File: config.mk
export PLATFORM = sky130hd
export DESIGN_NAME = led_pulse_width_serializer
export DESIGN_NICKNAME = d
export VERILOG_FILES = /design/src/sv/lpws_pkg.sv /design/src/sv/lpws_cfg.sv /design/src/sv/lpws_core.sv /design/src/sv/led_pulse_width_serializer.sv
export SDC_FILE = /design/constraint.sdc
export NUM_CORES = 1
export LEC_CHECK = 0
export BUFFER_PORTS_ARGS = -buffer_cell sky130_fd_sc_hd__buf_2
export CORE_MARGIN = 1
export CORE_UTILIZATION = 60
export DETAILED_ROUTE_END_ITERATION = 12
export HOLD_SLACK_MARGIN = 0.15
export PLACE_DENSITY = 0.82
export SYNTH_ARGS = -nofsm -noshare
export SYNTH_HDL_FRONTEND = slang
export SYNTH_SLANG_ARGS = --single-unit
File: constraint.sdc
create_clock -name clk -period 10.6 [get_ports clk]
set_input_delay 0 -clock clk [delete_from_list [all_inputs] [get_ports clk]]
set_output_delay 0 -clock clk [all_outputs]
set_load 0.01 [all_outputs]
File: src/sv/lpws_pkg.sv
// shared types and constants for the led pulse width serializer
`default_nettype none

package lpws_pkg;

  localparam int COLOR_BITS = 8;
  localparam int PIXEL_BITS = 3 * COLOR_BITS;
  localparam int BITS_W     = $clog2(PIXEL_BITS + 1);
  localparam int COUNT_W    = 16;
  localparam int PULSE_W    = 8;
  localparam int CFG_IDX_W  = 3;

  // register indexes of the configuration port
  localparam logic [CFG_IDX_W-1:0] REG_ONE_HIGH  = 3'd0;
  localparam logic [CFG_IDX_W-1:0] REG_ONE_LOW   = 3'd1;
  localparam logic [CFG_IDX_W-1:0] REG_ZERO_HIGH = 3'd2;
  localparam logic [CFG_IDX_W-1:0] REG_ZERO_LOW  = 3'd3;
  localparam logic [CFG_IDX_W-1:0] REG_LATCH_LOW = 3'd4;

  // reset values of the timing registers
  localparam logic [PULSE_W-1:0] ONE_HIGH_RST  = 8'd24;
  localparam logic [PULSE_W-1:0] ONE_LOW_RST   = 8'd10;
  localparam logic [PULSE_W-1:0] ZERO_HIGH_RST = 8'd8;
  localparam logic [PULSE_W-1:0] ZERO_LOW_RST  = 8'd28;
  localparam logic [COUNT_W-1:0] LATCH_LOW_RST = 16'd2000;

  // line phases
  localparam logic [1:0] PH_IDLE  = 2'd0;
  localparam logic [1:0] PH_HIGH  = 2'd1;
  localparam logic [1:0] PH_LOW   = 2'd2;
  localparam logic [1:0] PH_LATCH = 2'd3;

  // item kinds
  localparam logic KIND_PIXEL = 1'b0;
  localparam logic KIND_TICK  = 1'b1;

  typedef struct packed {
    logic [PULSE_W-1:0] one_high;
    logic [PULSE_W-1:0] one_low;
    logic [PULSE_W-1:0] zero_high;
    logic [PULSE_W-1:0] zero_low;
    logic [COUNT_W-1:0] latch_low;
  } lpws_cfg_t;

  typedef struct packed {
    logic                  kind;
    logic [PIXEL_BITS-1:0] pixel;       // green in the top byte, blue in the bottom
    logic                  final_pixel;
  } lpws_item_t;

  typedef struct packed {
    logic underrun;
    logic pixel_dropped;
    logic sending;
    logic can_take_pixel;
    logic line_level;
  } lpws_result_t;

  // a tick count of zero behaves as one
  function automatic logic [COUNT_W-1:0] at_least_one(input logic [COUNT_W-1:0] v);
    return (v == '0) ? COUNT_W'(1) : v;
  endfunction

endpackage

`default_nettype wire

File: src/sv/lpws_cfg.sv
// timing register file written through the configuration channel
`default_nettype none

module lpws_cfg
  import lpws_pkg::*;
(
  input  wire logic                 clk,
  input  wire logic                 rst,
  input  wire logic                 cfg_valid,
  output      logic                 cfg_ready,
  input  wire logic [CFG_IDX_W-1:0] cfg_index,
  input  wire logic [COUNT_W-1:0]   cfg_data,
  output      lpws_cfg_t            cfg
);

  assign cfg_ready = 1'b1;

  always_ff @(posedge clk) begin
    if (rst) begin
      cfg.one_high  <= ONE_HIGH_RST;
      cfg.one_low   <= ONE_LOW_RST;
      cfg.zero_high <= ZERO_HIGH_RST;
      cfg.zero_low  <= ZERO_LOW_RST;
      cfg.latch_low <= LATCH_LOW_RST;
    end else if (cfg_valid) begin
      unique case (cfg_index)
        REG_ONE_HIGH:  cfg.one_high  <= cfg_data[PULSE_W-1:0];
        REG_ONE_LOW:   cfg.one_low   <= cfg_data[PULSE_W-1:0];
        REG_ZERO_HIGH: cfg.zero_high <= cfg_data[PULSE_W-1:0];
        REG_ZERO_LOW:  cfg.zero_low  <= cfg_data[PULSE_W-1:0];
        REG_LATCH_LOW: cfg.latch_low <= cfg_data;
        default: ;
      endcase
    end
  end

endmodule

`default_nettype wire

File: src/sv/lpws_core.sv
// serializer state and the per-item step logic
`default_nettype none

module lpws_core
  import lpws_pkg::*;
(
  input  wire logic       clk,
  input  wire logic       rst,
  input  wire logic       step,
  input  wire lpws_item_t item,
  input  wire lpws_cfg_t  cfg,
  output      lpws_result_t result
);

  logic [PIXEL_BITS-1:0] shift_bits, shift_bits_next;
  logic [BITS_W-1:0]     bits_left, bits_left_next;
  logic [1:0]            phase, phase_next;
  logic [COUNT_W-1:0]    phase_count, phase_count_next;
  logic [PIXEL_BITS-1:0] held_pixel, held_pixel_next;
  logic                  held_valid, held_valid_next;
  logic                  held_final, held_final_next;
  logic                  current_final, current_final_next;

  logic [COUNT_W-1:0]    count_dec;
  logic [BITS_W-1:0]     bits_dec;
  logic [COUNT_W-1:0]    load_count;
  logic [COUNT_W-1:0]    low_count;
  logic [COUNT_W-1:0]    next_bit_count;
  logic                  dropped;

  assign count_dec = phase_count - COUNT_W'(1);
  assign bits_dec  = bits_left - BITS_W'(1);

  // first high pulse of a freshly loaded pixel
  assign load_count = at_least_one(COUNT_W'(held_pixel[PIXEL_BITS-1] ? cfg.one_high
                                                                     : cfg.zero_high));
  // low pulse of the bit in flight
  assign low_count = at_least_one(COUNT_W'(shift_bits[PIXEL_BITS-1] ? cfg.one_low
                                                                    : cfg.zero_low));
  // high pulse of the following bit, taken from the shifted word
  assign next_bit_count = at_least_one(COUNT_W'(shift_bits[PIXEL_BITS-2] ? cfg.one_high
                                                                         : cfg.zero_high));

  always_comb begin
    shift_bits_next    = shift_bits;
    bits_left_next     = bits_left;
    phase_next         = phase;
    phase_count_next   = phase_count;
    held_pixel_next    = held_pixel;
    held_valid_next    = held_valid;
    held_final_next    = held_final;
    current_final_next = current_final;
    dropped            = 1'b0;

    if (item.kind == KIND_PIXEL) begin
      if (held_valid) begin
        dropped = 1'b1;
      end else begin
        held_pixel_next = item.pixel;
        held_final_next = item.final_pixel;
        held_valid_next = 1'b1;
      end
    end else begin
      unique case (phase)
        PH_IDLE: begin
          if (held_valid) begin
            shift_bits_next    = held_pixel;
            current_final_next = held_final;
            held_valid_next    = 1'b0;
            bits_left_next     = BITS_W'(PIXEL_BITS);
            phase_next         = PH_HIGH;
            phase_count_next   = load_count;
          end
        end
        PH_HIGH: begin
          phase_count_next = count_dec;
          if (count_dec == '0) begin
            phase_next       = PH_LOW;
            phase_count_next = low_count;
          end
        end
        PH_LATCH: begin
          phase_count_next = count_dec;
          if (count_dec == '0) begin
            phase_next = PH_IDLE;
          end
        end
        PH_LOW: begin
          if (bits_left == '0) begin
            // underrun wait at a pixel boundary
            if (held_valid) begin
              shift_bits_next    = held_pixel;
              current_final_next = held_final;
              held_valid_next    = 1'b0;
              bits_left_next     = BITS_W'(PIXEL_BITS);
              phase_next         = PH_HIGH;
              phase_count_next   = load_count;
            end
          end else begin
            phase_count_next = count_dec;
            if (count_dec == '0) begin
              shift_bits_next = {shift_bits[PIXEL_BITS-2:0], 1'b0};
              bits_left_next  = bits_dec;
              if (bits_dec != '0) begin
                phase_next       = PH_HIGH;
                phase_count_next = next_bit_count;
              end else if (current_final) begin
                phase_next       = PH_LATCH;
                phase_count_next = at_least_one(cfg.latch_low);
              end else if (held_valid) begin
                shift_bits_next    = held_pixel;
                current_final_next = held_final;
                held_valid_next    = 1'b0;
                bits_left_next     = BITS_W'(PIXEL_BITS);
                phase_next         = PH_HIGH;
                phase_count_next   = load_count;
              end
            end
          end
        end
        default: ;
      endcase
    end
  end

  always_comb begin
    result.line_level     = (phase == PH_HIGH);
    result.sending        = (phase != PH_IDLE);
    result.pixel_dropped  = dropped;
    result.can_take_pixel = !held_valid_next;
    result.underrun       = (phase_next == PH_LOW) && (bits_left_next == '0) &&
                            !held_valid_next;
  end

  always_ff @(posedge clk) begin
    if (rst) begin
      shift_bits    <= '0;
      bits_left     <= '0;
      phase         <= PH_IDLE;
      phase_count   <= '0;
      held_valid    <= 1'b0;
      held_final    <= 1'b0;
      current_final <= 1'b0;
    end else if (step) begin
      shift_bits    <= shift_bits_next;
      bits_left     <= bits_left_next;
      phase         <= phase_next;
      phase_count   <= phase_count_next;
      held_valid    <= held_valid_next;
      held_final    <= held_final_next;
      current_final <= current_final_next;
    end
  end

  // pixel store is only read while held_valid is set
  always_ff @(posedge clk) begin
    if (step) begin
      held_pixel <= held_pixel_next;
    end
  end

endmodule

`default_nettype wire

File: src/sv/led_pulse_width_serializer.sv
// top level of the one-wire led strip pulse width serializer
`default_nettype none

// Pulse width serializer for a one-wire LED strip. Each input transfer is
// either a pixel offer (s_tuser low, green/red/blue in s_tdata, s_tlast marks
// the last pixel of the frame) or one time tick (s_tuser high). Every input
// transfer yields exactly one result transfer carrying the line level of that
// tick and status flags. Pixels are sent green, red, blue, each byte msb first;
// a one bit is one_high_ticks high then one_low_ticks low, a zero bit uses the
// zero counts, and after the last pixel the line stays low for latch_low_ticks.
// A one-pixel holding register keeps the next pixel; an offer while it is full
// is dropped and flagged. Throughput is one transfer per clock while the output
// is not stalled: an input register feeds the step logic and its state registers,
// whose result goes into an output register, so each item passes the input and
// output registers and, with m_tready held high, a new item is taken every cycle.
// Configuration registers (index 0 to 4: one_high, one_low, zero_high,
// zero_low, latch_low) are written through the cfg channel, which is always
// ready, and should be written only while idle.

module led_pulse_width_serializer
  import lpws_pkg::*;
(
  input  wire logic                 clk,
  input  wire logic                 rst,
  // input stream
  input  wire logic                 s_tvalid,
  output      logic                 s_tready,
  input  wire logic [23:0]          s_tdata,   // green [7:0], red [15:8], blue [23:16]
  input  wire logic                 s_tuser,   // kind: 0 pixel offer, 1 time tick
  input  wire logic                 s_tlast,   // final_pixel
  // result stream
  output      logic                 m_tvalid,
  input  wire logic                 m_tready,
  output      logic [7:0]           m_tdata,   // line_level, can_take_pixel, sending,
                                               // pixel_dropped, underrun, zero pad
  // configuration writes
  input  wire logic                 cfg_valid,
  output      logic                 cfg_ready,
  input  wire logic [CFG_IDX_W-1:0] cfg_index,
  input  wire logic [COUNT_W-1:0]   cfg_data
);

  lpws_cfg_t    cfg;
  lpws_item_t   in_item;
  logic         in_valid;
  logic         advance;
  lpws_result_t result;

  // an item moves through the step logic when the output slot is free or drains
  assign advance  = in_valid && (!m_tvalid || m_tready);
  assign s_tready = !in_valid || advance;

  // input register
  always_ff @(posedge clk) begin
    if (rst) begin
      in_valid <= 1'b0;
    end else if (s_tready) begin
      in_valid <= s_tvalid;
    end
  end

  always_ff @(posedge clk) begin
    if (s_tready && s_tvalid) begin
      in_item.kind        <= s_tuser;
      in_item.pixel       <= {s_tdata[7:0], s_tdata[15:8], s_tdata[23:16]};
      in_item.final_pixel <= s_tlast;
    end
  end

  lpws_cfg u_cfg (
    .clk       (clk),
    .rst       (rst),
    .cfg_valid (cfg_valid),
    .cfg_ready (cfg_ready),
    .cfg_index (cfg_index),
    .cfg_data  (cfg_data),
    .cfg       (cfg)
  );

  lpws_core u_core (
    .clk    (clk),
    .rst    (rst),
    .step   (advance),
    .item   (in_item),
    .cfg    (cfg),
    .result (result)
  );

  // output register
  always_ff @(posedge clk) begin
    if (rst) begin
      m_tvalid <= 1'b0;
    end else if (advance) begin
      m_tvalid <= 1'b1;
    end else if (m_tready) begin
      m_tvalid <= 1'b0;
    end
  end

  always_ff @(posedge clk) begin
    if (advance) begin
      m_tdata <= {3'b000, result.underrun, result.pixel_dropped, result.sending,
                  result.can_take_pixel, result.line_level};
    end
  end

endmodule

`default_nettype wire

==> results of run 1 <==
==> worst max-delay path, stage by stage (launching register included) <==
cell,delay (ns)
dfxtp_1,0.40
inv_1,0.12
ha_1,0.29
or3b_1,0.49
o31a_1,0.32
nor4_2,0.30
o2111ai_2,0.29
nor2_1,0.81
a41oi_1,0.22
a2111oi_0,0.44
==> state kept, by name, summed over array words and instances, names as in the netlist <==
| name | cells |
|---|---|
| u_core.held_valid | 1 |
| u_cfg.cfg | 48 |
| in_valid | 1 |
| in_item | 26 |
| m_tdata | 5 |
| u_core.held_final | 1 |
| u_core.shift_bits | 24 |
| u_core.phase_count | 16 |
| m_tvalid | 1 |
| u_core.current_final | 1 |
| u_core.phase | 2 |
| u_core.bits_left | 5 |
| u_core.held_pixel | 24 |
==> repair_timing <==
| item | 4_1_cts | 5_1_grt |
|---|---|---|
| setup buffers | 0 | 0 |
| hold endpoints to repair | 98 | 0 |
| hold buffers | 61 | 0 |
==> logic make-up (layout without fill, tap and decap cells) <==
group           count (synthesis)  count (layout)  share of synthesized area
compound gates                249             249                      0.224
mux                            27              27                     0.0348
flops                         155             155                      0.466
simple gates                  336             336                      0.208
xor+xnor                       13              13                     0.0145
other cells                     2               4                   0.000957
fa+ha+maj                       4               4                    0.00638
buf+inv                        85             174                     0.0464
==> report_power, final <==
group	switching, mW	internal (mW)
registers	0.0143	0.635
logic	0.0843	0.0584
clock network	0.261	0.349
==> metrics by stage <==
stage / std cells / hold WS (ns) / setup WS, ns / instance area (µm²) / util
final: 1134 / 0.196 / 6.68 / 9340 / 0.737
after floorplan: 873 / 0.0989 / 7.21 / 7860 / -
after CTS: 1134 / 0.184 / 6.74 / 9340 / 0.737
after global routing: 1134 / 0.241 / 6.44 / 9340 / 0.737
after global placement: 1041 / 0.176 / 6.93 / 8130 / 0.642
after detailed placement: 1041 / 0.178 / 6.84 / 8130 / 0.642
==> cells in the final DEF (no fill, tap or decap), types with 11 or more instances in the layout <==
master           n
nor2b_1         19
a211oi_1        11
o21ai_0         47
buf_2           55
nor2_1          69
inv_1           15
mux2i_1         25
o22ai_1         30
a21oi_1         57
dlygate4sd3_1   61
nor4_1          14
a211oi_2        20
nand3_1         15
clkbuf_16       17
buf_4           11
nand2_1        129
nand3b_1        16
nor3_1          19
edfxtp_1        55
dfxtp_1        100
==> area by class of cell <==
class / instances / area, µm²
sequential: 155 / 3650
clock buffer: 20 / 467
multi-input combinational: 633 / 3850
clock inverter: 12 / 129
inverter: 15 / 56.3
tap: 172 / 215
timing repair buffer: 127 / 968
fill: 867 / 3330
==> path summary, 6_finish.rpt <==
check | startpoint | slack, ns | cells after the start | endpoint
min | cfg_index[2] | 0.20 | 5 | u_cfg.cfg[30]$_SDFFE_PP0P_
max | u_core.phase_count[0]$_SDFFE_PP0P_ | 6.68 | 9 | m_tdata[4]$_DFFE_PP_
max reg2reg | u_core.phase_count[0]$_SDFFE_PP0P_ | 6.68 | 9 | m_tdata[4]$_DFFE_PP_
min reg2reg | in_item[16]$_DFFE_PP_ | 0.41 | 0 | u_core.held_pixel[15]$_DFFE_PP_
==> per-layer routing <==
layer	vias up	routed length, µm	global-route usage
li1	3349	-	-
met1	3418	9090	0.440
met2	382	10400	0.544
met3	58	1720	0.0721
met4	0	699	0.156
met5	-	0	0
==> results_dict.tcl, run 1 <==
set metrics [dict create \
    syn_area_mm2 0.00785 \
    ys_warn_count 0 \
    grt_start_max_net_pins 59 \
    antenna_found_initial 0 \
    diodes 0 \
    path_class "flip-flop to flip-flop" \
    worstSkewPairLatency_ns 0.44 \
    synth_top_area_frac 0.255 \
    synth_area_leader_cell "dfxtp_1" \
    synth_top_cells_by_count "129 x nand2_1, 100 x dfxtp_1, 69 x nor2_1" \
    synth.most_common_cell "nand2_1" \
    clock_skew_ns 0.0168 \
    timing.setup.tns_ns 0 \
    detail_route.first_pass.iterations 6 \
    syn_area_per_cell_um2 9.01 \
    clockBufferDepth 2 \
    grt_usage 0.339 \
    fin_total_pwr_mw 1.40 \
    ys_ff_latch 155 \
    numCtsBuffers 17 \
    async_flop_share 0 \
    drt_iter0_drc 904 \
    drv_cap 0 \
    startpoint_type "flip-flop" \
    grt_pass1_wl_um 34700 \
    clk_pin_slew_worst_paths_ns 0.07 \
    crit_arrival_ns 4.11 \
    htreeDepth 4 \
    critPathRequiredTime_ns 10.79 \
    die_w_um 116 \
    tightest_slew_ns 1.16 \
    finalNetCount 1003 \
    dp_hpwl_um 13400 \
    io_buffers 56 \
    core.rowCount 41 \
    core_area_mm2 0.0127 \
    clock_sinks 155 \
    fin_crit_sh 0.370 \
    slew_headroom 0.218 \
    ys_seq_area_frac 0.466 \
    area_delta_synth_final_pct 19.0 \
    synth_cells 871 \
    p_leak_nw 3.31 \
    cts_tree "built" \
    hp-class "input pin to flip-flop" \
    vias 7207 \
    synthDistinctLibCells 74 \
    routed_wire_length_per_instance_um 19.3 \
    io_pins 61 \
    period_minus_slack_ns 3.92 \
    grt_pass1_vias 6881 \
    hold_viol 0 \
    wl_um 21900 \
    place.gp.congestion 0.975 \
    drive_gt1_frac 0.143 \
    vias_per_cell 6.36 \
    crit_path_end_kind "flip-flop" \
    cp_max_fo 13 \
    gr-total-overflow 0 \
    initial_core_util 0.619 \
    rsz0062_at_grt "false" \
    clockRootBuffer "clkbuf_16" \
    ir_drop_uv 170 \
    ys.flop_type "dfxtp_1" \
    powerDensity_mw_per_mm2 150 \
    ant_nets 0 \
    dieArea_mm2 0.0135 \
    maxSlewViolCount 0 \
    final-setup-viol-count 0 \
    status "finished, final reports clean" \
    drc 0 \
    dieHeight_um 116 \
    synth_enable_flop_cells 55 \
    synthTopCellsByArea "dfxtp_1 26%, edfxtp_1 21%, nand2_1 6.2%" \
    clock.fmax_ghz 0.255 \
    post_cts_resized 0 \
]
No activity file was read; power rests on OpenSTA's default activity.
==> run 2: changes to the inputs <==
Settings changed: CORE_UTILIZATION 60 to 54, PLACE_DENSITY 0.82 to 0.78.
Clock period 10.6 ns to 3.24 ns, I/O delays scaled along.
==> run 2 against run 1 <==
  * Clock power increased to 3.3 times the previous value
  * Worst setup slack worse by 6.6 ns
  * Final area up 3.5%
==> results_dict.tcl, run 2 (synthesized netlist as in run 1, its figures left out) <==
set metrics [dict create \
    status "finished, final reports clean" \
    vias 7337 \
    clock_skew_ns 0.0110 \
    drive_gt1_frac 0.181 \
    wirelength_met1_um 9440 \
    wl_met2_um 10300 \
    die_w_um 123 \
    reg.largest.list "u_cfg.cfg: 48 flops, in_item: 26 flops" \
    layout_commonest_cell "nand2_1" \
    ir_drop_uv 675 \
    ant_nets 0 \
    dpl.cell_count 1084 \
    drt_iter0_drc 765 \
    clockBufferDepth 2 \
    core.rowCount 43 \
    period_minus_slack_ns 3.13 \
    core_area_mm2 0.0140 \
    area_delta_synth_final_pct 23.1 \
    top_layer_used "met4" \
    routed_wire_length_per_instance_um 18.9 \
    slew_headroom 0.368 \
    p_leak_nw 3.50 \
    maxSlewViolCount 0 \
    numCtsBuffers 17 \
    wl_um 22200 \
    hp-class "input pin to flip-flop" \
    clock.fmax_ghz 0.320 \
    grt_start_max_net_pins 80 \
    clock_sinks 155 \
    startpoint_type "flip-flop" \
    worstSkewPairLatency_ns 0.43 \
    tightest_slew_ns 0.947 \
    io_pins 61 \
    hold_viol 0 \
    htreeDepth 4 \
    largest_register_ffs 48 \
    fin_ws_ns 0.112 \
    gr-total-overflow 0 \
    critPathRequiredTime_ns 3.47 \
    dieHeight_um 123 \
    regMostFlops "u_cfg.cfg" \
    final-setup-viol-count 0 \
    drc 0 \
    dr_wl_met3_um 1720 \
    path_class "flip-flop to flip-flop" \
    dieArea_mm2 0.0150 \
    drv_cap 0 \
    final_cell_mix "129 x nand2_1, 100 x dfxtp_1, 69 x nor2_1, 58 x dlygate4sd3_1, 57 x a21oi_1" \
    pre_cts_ws_ns 0.0196 \
    crit_arrival_ns 3.36 \
    stdcell_count 1176 \
    clk_pin_slew_worst_paths_ns 0.07 \
    io_buffers 56 \
    crit_path_end_kind "flip-flop" \
    diodes 0 \
    powerDensity_mw_per_mm2 479 \
    dp_hpwl_um 14200 \
    finalNetCount 1037 \
    vias_per_cell 6.24 \
    grt_pass1_vias 6988 \
    final_area_mm2 0.00966 \
    fin_total_pwr_mw 4.63 \
    grt_pass1_wl_um 35900 \
    cts_tree "built" \
    utilization 0.688 \
    dpl_cell_area_mm2 0.00845 \
    grt_usage 0.313 \
    initial_core_util 0.559 \
    timing.setup.tns_ns 0 \
    cp_max_fo 7 \
    place.gp.congestion 1.01 \
    fin_crit_sh 0.965 \
    timing.hold.ws_ns 0.191 \
    clockRootBuffer "clkbuf_16" \
    antenna_found_initial 0 \
    detail_route.first_pass.iterations 6 \
]
==> run 2: cell count changes in the layout (fill, tap and decap cells not counted), moves of 2 or more <==
cell and delta:
buf_12 +3, buf_4 +34, clkbuf_8 -2, clkinv_2 +3, clkinvlp_4 -2, dlygate4sd3_1 -3, inv_6 -2
==> run 2: power breakdown <==
| part | internal (mW) | total, mW | switching [mW] | leakage [nW] |
|---|---|---|---|---|
| clock | 1.14 | 2.00 | 0.853 | 0.299 |
| sequential | 2.08 | 2.12 | 0.0379 | 1.33 |
| combinational | 0.224 | 0.516 | 0.292 | 1.87 |
==> run 2: worst paths after layout <==
check             depth (start not counted)  slack [ns]                               start                             end
setup / recovery                         11        0.11  u_core.phase_count[1]$_SDFFE_PP0P_            m_tdata[4]$_DFFE_PP_
hold / removal                            5        0.19                        cfg_index[2]      u_cfg.cfg[41]$_SDFFE_PP0P_
hold reg to reg                           0        0.42                in_item[6]$_DFFE_PP_  u_core.held_pixel[5]$_DFFE_PP_
setup reg to reg                         11        0.11  u_core.phase_count[1]$_SDFFE_PP0P_            m_tdata[4]$_DFFE_PP_
==> run 2: repair_timing <==
item                                    4_1_cts  5_1_grt
endpoints found under the setup margin        1       34
pin swaps                                     0        1
hold buffers                                 58        0
resized for setup                             1        5
setup buffers                                 0        2
endpoints found under the hold margin        83        0
==> run 2: per-layer routing <==
metal  GRT usage  up-vias
met5           0        -
met4       0.138        0
met3      0.0757       63
met2       0.485      406
met1       0.414     3449
li1            -     3419
==> run 2: cell type report <==
| class | count | area [µm²] |
|---|---|---|
| inverter | 15 | 56.3 |
| sequential | 155 | 3650 |
| fill | 1059 | 4380 |
| timing repair buffer | 161 | 1250 |
| clock inverter | 13 | 129 |
| tap | 180 | 225 |
| clock buffer | 19 | 464 |
| multi-input combinational | 633 | 3880 |
==> run 2: critical path, stage by stage (launching register included) <==
cell	delay, ns
dfxtp_1	0.31
inv_1	0.11
ha_4	0.18
or3b_1	0.37
o31a_1	0.29
nor4_2	0.27
nand4_1	0.22
buf_4	0.20
nor3_1	0.21
mux2i_1	0.10
or3_1	0.35
a2111oi_2	0.31
==> run 3: changes to the inputs <==
Settings changed: CORE_UTILIZATION 54 to 55, PLACE_DENSITY 0.78 to 0.79, SYNTH_HIERARCHICAL from default to 1.
==> run 3 against run 2 <==
  * Critical endpoint is now u_core/phase_count[0]$_SDFFE_PP0P_
  * The run now ends with negative setup slack left
  * Worst hold slack better by 0.078 ns
  * Clock-buffer cell count is 1 higher
  * Clock power is 11% higher
  * Highest routed layer unchanged
==> results_dict.tcl, run 3 <==
set metrics [dict create \
    cts_tree "built" \
    cp.depth 10 \
    power.share.switching 0.273 \
    p_int_mw 3.64 \
    synth_top_cells_by_count "104 x nor2_1, 100 x dfxtp_1, 73 x mux2i_1" \
    final_cell_mix "98 x dfxtp_1, 90 x nor2_1, 84 x buf_4, 73 x mux2i_1" \
    hp-class "input pin to flip-flop" \
    routed_wire_length_per_instance_um 22.9 \
    fin_crit_sh 1.09 \
    violations "negative setup slack" \
    initial_core_util 0.573 \
    switchingPower_mw 1.37 \
    clk_pin_slew_worst_paths_ns 0.08 \
    clock_skew_ns 0.0142 \
    htreeDepth 4 \
    synth_enable_flop_cells 55 \
    drc 0 \
    crit_arrival_ns 3.85 \
    syn_area_mm2 0.00808 \
    synth_top_area_frac 0.248 \
    ys_seq_area_frac 0.452 \
    clockRootBuffer "clkbuf_16" \
    utilization 0.749 \
    synth.most_common_cell "nor2_1" \
    multi_input_area_mm2 0.00438 \
    ys_warn_count 6 \
    ant_nets 0 \
    tightest_slew_ns 1.01 \
    diodes 0 \
    layout_commonest_cell "dfxtp_1" \
    synth_cells 861 \
    finalNetCount 1060 \
    reg2regPathDepth 10 \
    syn_area_per_cell_um2 9.38 \
    ys.flop_type "dfxtp_1" \
    final-setup-viol-count 20 \
    cp_max_fo 5 \
    timing.hold.ws_ns 0.269 \
    wl_met2_um 12900 \
    synthDistinctLibCells 80 \
    nFillCells 909 \
    core.rowCount 43 \
    wirelength_met1_um 10600 \
    powerDensity_mw_per_mm2 473 \
    slowest_delay_ns 0.56 \
    drv_cap 0 \
    grt_usage 0.347 \
    core_area_mm2 0.0141 \
    pre_cts_ws_ns -0.244 \
    drt_iter0_drc 1136 \
    io_buffers 56 \
    die_w_um 123 \
    cp-startpoint "u_core/phase_count[8]$_SDFFE_PP0P_" \
    place.gp.congestion 0.963 \
    synthTopCellsByArea "dfxtp_1 25%, edfxtp_1 20%, mux2i_1 9.0%" \
    final_area_mm2 0.0106 \
    clockBufferDepth 2 \
    async_flop_share 0 \
    path_class "flip-flop to flip-flop" \
    status "finished, violations left" \
    crit_path_end_kind "flip-flop" \
    dp_hpwl_um 15100 \
    critPathRequiredTime_ns 3.55 \
    wl_um 27400 \
    reg.largest.list "u_cfg/cfg: 48 flops, in_item: 26 flops" \
    regMostFlops "u_cfg/cfg" \
    gr-total-overflow 0 \
    dr_wl_met3_um 2620 \
    fin_ws_ns -0.296 \
    drive_gt1_frac 0.251 \
    antenna_found_initial 0 \
    detail_route.first_pass.iterations 8 \
    ys_ff_latch 155 \
    clock_power_share 0.444 \
    worstPathCellList "or4_4 > or4_4 > or4_4 > buf_4 > and4_2 > nand2_1 > buf_4 > o21ai_0 > o22a_1 > a311oi_1" \
    startpoint_type "flip-flop" \
    clock_sinks 155 \
    rsz0062_at_grt "true" \
    dieHeight_um 123 \
    dpl_cell_area_mm2 0.00890 \
    cp_num_buf_inv 2 \
    dieArea_mm2 0.0152 \
    ir_drop_uv 500 \
    crit_family "simple AND/OR/NAND/NOR gates" \
    vias_per_cell 6.57 \
    period_minus_slack_ns 3.54 \
    regArea_mm2 0.00366 \
    clock.fmax_ghz 0.283 \
    numCtsBuffers 17 \
    largest_register_ffs 48 \
    grt_pass1_vias 7160 \
    cp_common_cell "or4_4" \
    share_comb_of_total_power 0.132 \
    seq_power_share 0.425 \
    slew_headroom 0.319 \
    worst_path_max_delay_cell "or4_4" \
    synth_area_leader_cell "dfxtp_1" \
    io_pins 61 \
    worstSkewPairLatency_ns 0.44 \
    hold_viol 0 \
    area_delta_synth_final_pct 30.7 \
    worstReg2RegStart "u_core/phase_count[8]$_SDFFE_PP0P_" \
    grt_start_max_net_pins 94 \
    p_leak_nw 4.01 \
    grt_pass1_wl_um 39200 \
    top_layer_used "met4" \
    hold_start "s_tdata[21]" \
    vias 7881 \
    holdPathStages 2 \
    maxSlewViolCount 0 \
]
==> run 3: stage by stage <==
step	std cells	power, mW	TNS, ns
after floorplan	863	2.49	-0.303
after global placement	1099	2.69	-3.37
after detailed placement	1099	2.70	-4.46
after CTS	1187	4.90	-0.331
after global routing	1199	5.13	-3.69
final	1199	5.00	-2.21
==> run 3: cell type report <==
cell class / count / share of cell area
Clock buffer: 20 / 0.0454
Multi-Input combinational cell: 617 / 0.414
Sequential cell: 155 / 0.346
Clock inverter: 12 / 0.0154
Tap cell: 180 / 0.0213
Inverter: 14 / 0.00498
Timing Repair Buffer: 201 / 0.153
==> run 3: layer usage <==
layer | global-route usage | vias up
met5 | 0 | -
met4 | 0.160 | 0
met3 | 0.0696 | 109
met2 | 0.554 | 574
met1 | 0.452 | 3718
li1 | - | 3480
==> run 3: path summary, 6_finish.rpt <==
| check | to | slack, ns |
|---|---|---|
| worst max-delay path | u_core/phase_count[0]$_SDFFE_PP0P_ | -0.30 |
| worst min-delay path | in_item[6]$_DFFE_PP_ | 0.27 |
| worst max register to register | u_core/phase_count[0]$_SDFFE_PP0P_ | -0.30 |
| worst min register to register | u_core/held_pixel[9]$_DFFE_PP_ | 0.43 |
==> run 3: worst reg2reg max path: cells and delay by family (launching register included) <==
family / cells / cell delay, ns
AO/OA/AOI/OAI: 3 / 0.66
buffers and inverters: 2 / 0.36
AND/OR/NAND/NOR: 5 / 2.05
flip-flops: 1 / 0.32
==> run 3: kinds of logic after synthesis <==
group                      share of synthesized area
and+or+nand+nor                                0.203
muxes                                         0.0904
adders and majority gates                    0.00620
buffers and inverters                         0.0489
other                                       0.000930
DFF                                            0.452
xor gates and xnor gates                     0.00976
AOI/OAI and AO/OA                              0.189
==> run 3: repair_timing <==
item | 4_1_cts | 5_1_grt
cloned | 0 | 4
setup buffers | 5 | 11
hold buffers | 51 | 0
endpoints found under the setup margin | 25 | 33
gates resized for setup | 8 | 67
pin swaps | 0 | 31
hold endpoints to repair | 106 | 0
==> run 3: power groups by stage <==
stage	Clock [mW]	Sequential, mW	Combinational [mW]
2_1_floorplan	0	2.14	0.351
3_3_place_gp	0	2.16	0.530
3_5_place_dp	0	2.16	0.537
4_1_cts	2.19	2.12	0.599
5_1_grt	2.31	2.13	0.693
6_report	2.22	2.12	0.659
